File: src/hw/rtl/rtvl_pkg.sv
// ----------------------------------------------------------------------------
// rtvl_pkg
// Shared widths, mode codes and controller/datapath interface types for the
// range table value lookup.
// ----------------------------------------------------------------------------
package rtvl_pkg;

	localparam int KEY_W      = 21;
	localparam int SLOT_W     = 12;
	localparam int EVAL_W     = 8;
	localparam int CNT_W      = 13;
	localparam int IN_DATA_W  = 64;
	localparam int OUT_DATA_W = 8;

	localparam logic MODE_WRITE  = 1'b0;
	localparam logic MODE_LOOKUP = 1'b1;

	// commands from the controller
	typedef struct packed {
		logic write;
		logic load;
		logic step;
		logic emit;
	} dp_cmd_t;

	// status back to the controller
	typedef struct packed {
		logic load_empty;
		logic step_done;
	} dp_sts_t;

endpackage

File: src/hw/rtl/rtvl_ctrl.sv
// ----------------------------------------------------------------------------
// rtvl_ctrl
// Controller for the lookup: input handshake, probe sequencing and the
// output valid flag.
// ----------------------------------------------------------------------------
module rtvl_ctrl (
	input  logic              clk,
	input  logic              arst_n,
	input  logic              s_tvalid,
	output logic              s_tready,
	input  logic              s_mode,
	output logic              m_tvalid,
	input  logic              m_tready,
	output rtvl_pkg::dp_cmd_t cmd,
	input  rtvl_pkg::dp_sts_t sts
);
	import rtvl_pkg::*;

	localparam logic [1:0] ST_IDLE   = 2'd0;
	localparam logic [1:0] ST_PROBE  = 2'd1;
	localparam logic [1:0] ST_FINISH = 2'd2;

	logic [1:0] state_q;
	logic [1:0] state_d;
	logic       out_valid_q;
	logic       accept;

	assign s_tready = (state_q == ST_IDLE);
	assign accept   = s_tvalid && s_tready;
	assign m_tvalid = out_valid_q;

	always_comb begin
		cmd       = '0;
		cmd.write = accept && (s_mode == MODE_WRITE);
		cmd.load  = accept && (s_mode == MODE_LOOKUP);
		cmd.step  = (state_q == ST_PROBE);
		cmd.emit  = (state_q == ST_FINISH) && (!out_valid_q || m_tready);
	end

	always_comb begin
		state_d = state_q;
		case (state_q)
			ST_IDLE: begin
				if (cmd.load) begin
					state_d = sts.load_empty ? ST_FINISH : ST_PROBE;
				end
			end
			ST_PROBE: begin
				if (sts.step_done) begin
					state_d = ST_FINISH;
				end
			end
			ST_FINISH: begin
				if (cmd.emit) begin
					state_d = ST_IDLE;
				end
			end
			default: begin
				state_d = ST_IDLE;
			end
		endcase
	end

	always_ff @(posedge clk or negedge arst_n) begin
		if (!arst_n) begin
			state_q     <= ST_IDLE;
			out_valid_q <= 1'b0;
		end else begin
			state_q <= state_d;
			if (cmd.emit) begin
				out_valid_q <= 1'b1;
			end else if (m_tready) begin
				out_valid_q <= 1'b0;
			end
		end
	end

	// a lookup always leaves idle, a write never does
	a_lookup_leaves_idle: assert property (@(posedge clk) disable iff (!arst_n)
		(accept && s_mode == MODE_LOOKUP) |=> (state_q != ST_IDLE))
		else $error("lookup item did not start a search");

	a_write_stays_idle: assert property (@(posedge clk) disable iff (!arst_n)
		(accept && s_mode == MODE_WRITE) |=> (state_q == ST_IDLE))
		else $error("write item left the controller busy");

	a_emit_shows_result: assert property (@(posedge clk) disable iff (!arst_n)
		cmd.emit |=> m_tvalid)
		else $error("result not presented after emit");

	a_no_overwrite: assert property (@(posedge clk) disable iff (!arst_n)
		(m_tvalid && !m_tready) |-> !cmd.emit)
		else $error("pending result overwritten");

endmodule

File: config.mk
export PLATFORM = sky130hd
export DESIGN_NAME = rtvl_ctrl
export DESIGN_NICKNAME = d
export VERILOG_FILES = /design/src/hw/rtl/rtvl_pkg.sv /design/src/hw/rtl/rtvl_ctrl.sv
export SDC_FILE = /design/constraint.sdc
export NUM_CORES = 1
export LEC_CHECK = 0
export BUFFER_PORTS_ARGS = -buffer_cell sky130_fd_sc_hd__buf_4
export CAP_MARGIN = 15
export CORE_AREA = 2 2 39 41
export CTS_CLUSTER_DIAMETER = 50
export CTS_CLUSTER_SIZE = 28
export DETAILED_ROUTE_END_ITERATION = 6
export DIE_AREA = 0 0 41 43
export GPL_TIMING_DRIVEN = 0
export PLACE_DENSITY_LB_ADDON = 0.08
export RECOVER_POWER = 100
export SLEW_MARGIN = 20
export SYNTH_ARGS = -nofsm -noshare
export SYNTH_HDL_FRONTEND = slang
export SYNTH_SLANG_ARGS = --single-unit
File: constraint.sdc
create_clock -name clk -period 3 [get_ports clk]
set_input_delay 0.3 -clock clk [delete_from_list [all_inputs] [get_ports clk]]
set_output_delay 0.3 -clock clk [all_outputs]
set_load 0.005 [all_outputs]
* Word level (Yosys, flattened, before mapping)
Cells that the tools add are included.
Widths: inputs -> output; s select.
** Storage, ports and cells
- Register bits after elaboration :: 3
- Output and inout port bits :: 6
- Logic and storage cells :: 24
** Operators by class
- Equal/unequal tests :: 5
- Muxes and demuxes :: 7
- Bitwise operators :: 1
- Reductions and logical operators :: 9
** Operator list (number)
- $mux 2 :: 4
- $pmux 2 s3 :: 1
- $logic_and 1x1->1 :: 4
- $ne 2x1->1 const B :: 2
- $reduce_and 3->1 :: 1
- $eq 2x1->1 const B :: 1
- $eq 2x2->1 const B :: 1
- $logic_not 2->1 :: 1
- $mux 1 :: 2
- $ne 2x2->1 const B :: 1
- $reduce_bool 2->1 :: 1
- $logic_not 1->1 :: 1
- $logic_or 1x1->1 :: 1
- $not 1->1 :: 1

* Logic depth before layout (Yosys ltp)
- Depth in word-level cells :: 5
- Gate-level depth with buffers :: 2
- Mapped depth without buffers :: 2

* Least setup slack after synthesis
No wires, ideal clock.
- Kind :: reg2out
- From :: register state_q[1]
- To :: output cmd[3] (netlist name)
- Data arrival time :: 0.795 ns
- Required time :: 2.700 ns
- Path slack :: 1.905 ns
- Cell stages (with the launch flop) :: 2
- Buffers on the path :: 0
- Cells stage by stage :: dfrtp_1 nor4b_1
** RTL lines
- start, declared :: RTL line rtvl_ctrl.sv:23 : logic [1:0] state_q;
- start signal, assigned :: RTL line rtvl_ctrl.sv:69 : state_q <= state_d;
- end, declared :: RTL line rtvl_ctrl.sv:14 : output rtvl_pkg::dp_cmd_t cmd,

==> metrics.yaml <==
run_status:
  status: "finished, final reports clean"
route:
  first_iter_violations: 1
  post_drt_wl_per_cell_um: 10.40
  vias: 205
  dr.pass1.iters: 2
  wirelength_um: 520
  vias_per_cell: 4.100
  antenna_left: 0
  route.detailed.drc: 0
yosys:
  synth_top_cell_by_area: "dfrtp_1"
  netlist.area_leader.share_pct: 40.54
  synth-seq-cells: 3
  ys_types: 12
  synth_area_leaders: "dfrtp_1 41%, nor4bb_4 14%, nand2b_1 6.8%, nand4bb_1 6.1%, a21oi_1 5.4%"
  synth_warnings: 0
  syn-cell-area_um2: 185.2
  netlist_instances: 17
  synth_seq_area_share_pct: 40.54
  avgSynthCellArea_um2: 10.89
  syn_nets: 24
worst_setup_path:
  crit_arrival_ns: 1.33
  rr_startpoint: "state_q[1]"
  slowest_stage: "nor4bb_1"
  cp-start-kind: "flip-flop"
  cp_max_fo: 7
  crit_type: "flip-flop to output pin"
  path_cells: "nor4bb_1 > buf_4"
  worstPathRequired_ns: 2.70
  slowest_delay_ns: 0.46
  end_kind: "output pin"
  crit_start: "state_q[1]"
sta:
  rsz0062_at_grt: "false"
  fin_crit_sh_pct: 54.42
  fin_crit_ns: 1.633
  finalMaxSlewViolations: 0
  tns_ns: 0
  setup_violations: 0
  clock_skew_ns: 0.005141
  finalHoldViolCount: 0
  tightest_slew_ns: 0.4321
  fmax_ghz: 0.6125
  maxSlewHeadroom_pct: 70.80
  setup_slack_ns: 1.367
hold_path:
  min_path_type: "input port to flip-flop"
  holdCritStartpoint: "m_tready"
placed_design:
  numPortBuffers: 12
  place_ws_ns: 1.730
  gp_congestion: 0.5859
power:
  ir_drop_mv: 0.1984
  finalPower_uw: 164.0
  leakage_nw: 0.1464
  power_density_mw_per_mm2: 524.2
clock_tree:
  post-cts-setup-buffers: 0
  insertion_delay_ns: 0.23
  cts_buffers: 3
  root_buffer: "clkbuf_4"
  htreeDepth: 1
  cts_sinks: 3
  max-clock-path-buffers: 2
  cts_tree: "done"
  path_clk_slew_ns: 0.04
die:
  initial_core_util_pct: 13.38
  die_width_um: 41
  ios: 13
  die_y_um: 43
  rows: 14
  fp.coreArea_mm2: 0.001384
  die-area_mm2: 0.001763
cells_and_area:
  fillCellCount: 160
  drive_above_1_share_pct: 41.18
  areaGrowthSynthToFinish_pct: 68.92
  final_cell_mix: "7 x clkbuf_4, 7 x buf_4, 3 x dfrtp_1"
  nets: 42
  postLayoutCoreUtil_pct: 22.60
  diodes: 0
global_routing:
  grt_pass1_wl_um: 800
  grt_pass1_vias: 198
  gr-total-overflow: 0
  grt_max_degree: 9
  track_usage_pct: 7.337
  antenna_found_initial: 0
run:
  cap_violations: 0
-- routing by layer --
layer	GRT usage, %	part of all wire, %
met5	0	0
met3	4.712	11
met4	6.000	0
met1	8.387	42
met2	9.063	48
-- report_power, final --
| group | switching (mW) | internal (mW) |
|---|---|---|
| combinational | 0.0132 | 0.0251 |
| clock | 0.0211 | 0.0498 |
| sequential | 0.00845 | 0.0463 |
| total | 0.0427 | 0.121 |
-- per-stage QoR --
step	instances	hold slack [ns]	instance area (um^2)
final	50	0.2786	312.8
after global routing	50	0.2871	312.8
after CTS	50	0.2572	331.6
after detailed placement	45	0.09092	295.3
after global placement	45	0.09038	295.3
after floorplan	17	0.004409	185.2
-- layout make-up --
| class | count | area (um^2) | area share, % |
|---|---|---|---|
| Clock buffer | 4 | 26.28 | 8.400 |
| Inverter | 2 | 7.507 | 2.400 |
| Multi-Input combinational cell | 12 | 87.58 | 28.00 |
| Sequential cell | 3 | 75.07 | 24.00 |
| Tap cell | 16 | 20.02 | 6.400 |
| Timing Repair Buffer | 13 | 96.34 | 30.80 |
-- cell families (layout without fill, tap and decap cells) --
logic type | count (synthesis) | after routing | share of synthesized area, %
and+or+nand+nor | 8 | 8 | 41.89
AOI/OAI and AO/OA | 4 | 4 | 13.51
DFF | 3 | 3 | 40.54
buffers and inverters | 2 | 19 | 4.056
-- worst max-delay path, delay by kind of cell, from the launching register on --
kind	cells	cell delay [ns]
AND/OR/NAND/NOR	1	0.46
flip-flops	1	0.45
buffers and inverters	1	0.19
-- final timing paths --
check                                  end  slack (ns)  cells past startpoint
worst max-delay path                cmd[2]        1.37                      2
worst min-delay path              m_tvalid        0.28                      2
worst max register to register  state_q[1]        1.80                      2
worst min register to register    m_tvalid        0.56                      2
max in group asynchronous       state_q[0]        2.44                      2
min in group asynchronous         m_tvalid        0.40                      2
-- cell usage after synthesis, drive strengths merged --
| library cell | n |
|---|---|
| a21oi | 2 |
| nor4bb | 2 |
| nor4b | 1 |
| a221o | 1 |
| nor2b | 1 |
| dfrtp | 3 |
| nor2 | 1 |
| nand2b | 2 |
| o21ai | 1 |
| nand4bb | 1 |
| inv | 2 |
-- repair_timing --
| item | CTS | global route |
|---|---|---|
| resized for setup | 0 | 0 |
| hold endpoints to repair | 3 | 0 |
| hold buffers | 1 | 0 |
-- flip-flops by register name, summed over array words and instances, names as in the netlist --
register and cells:
state_q 2, m_tvalid 1
Note: power is estimated with default switching activity, not from simulation.
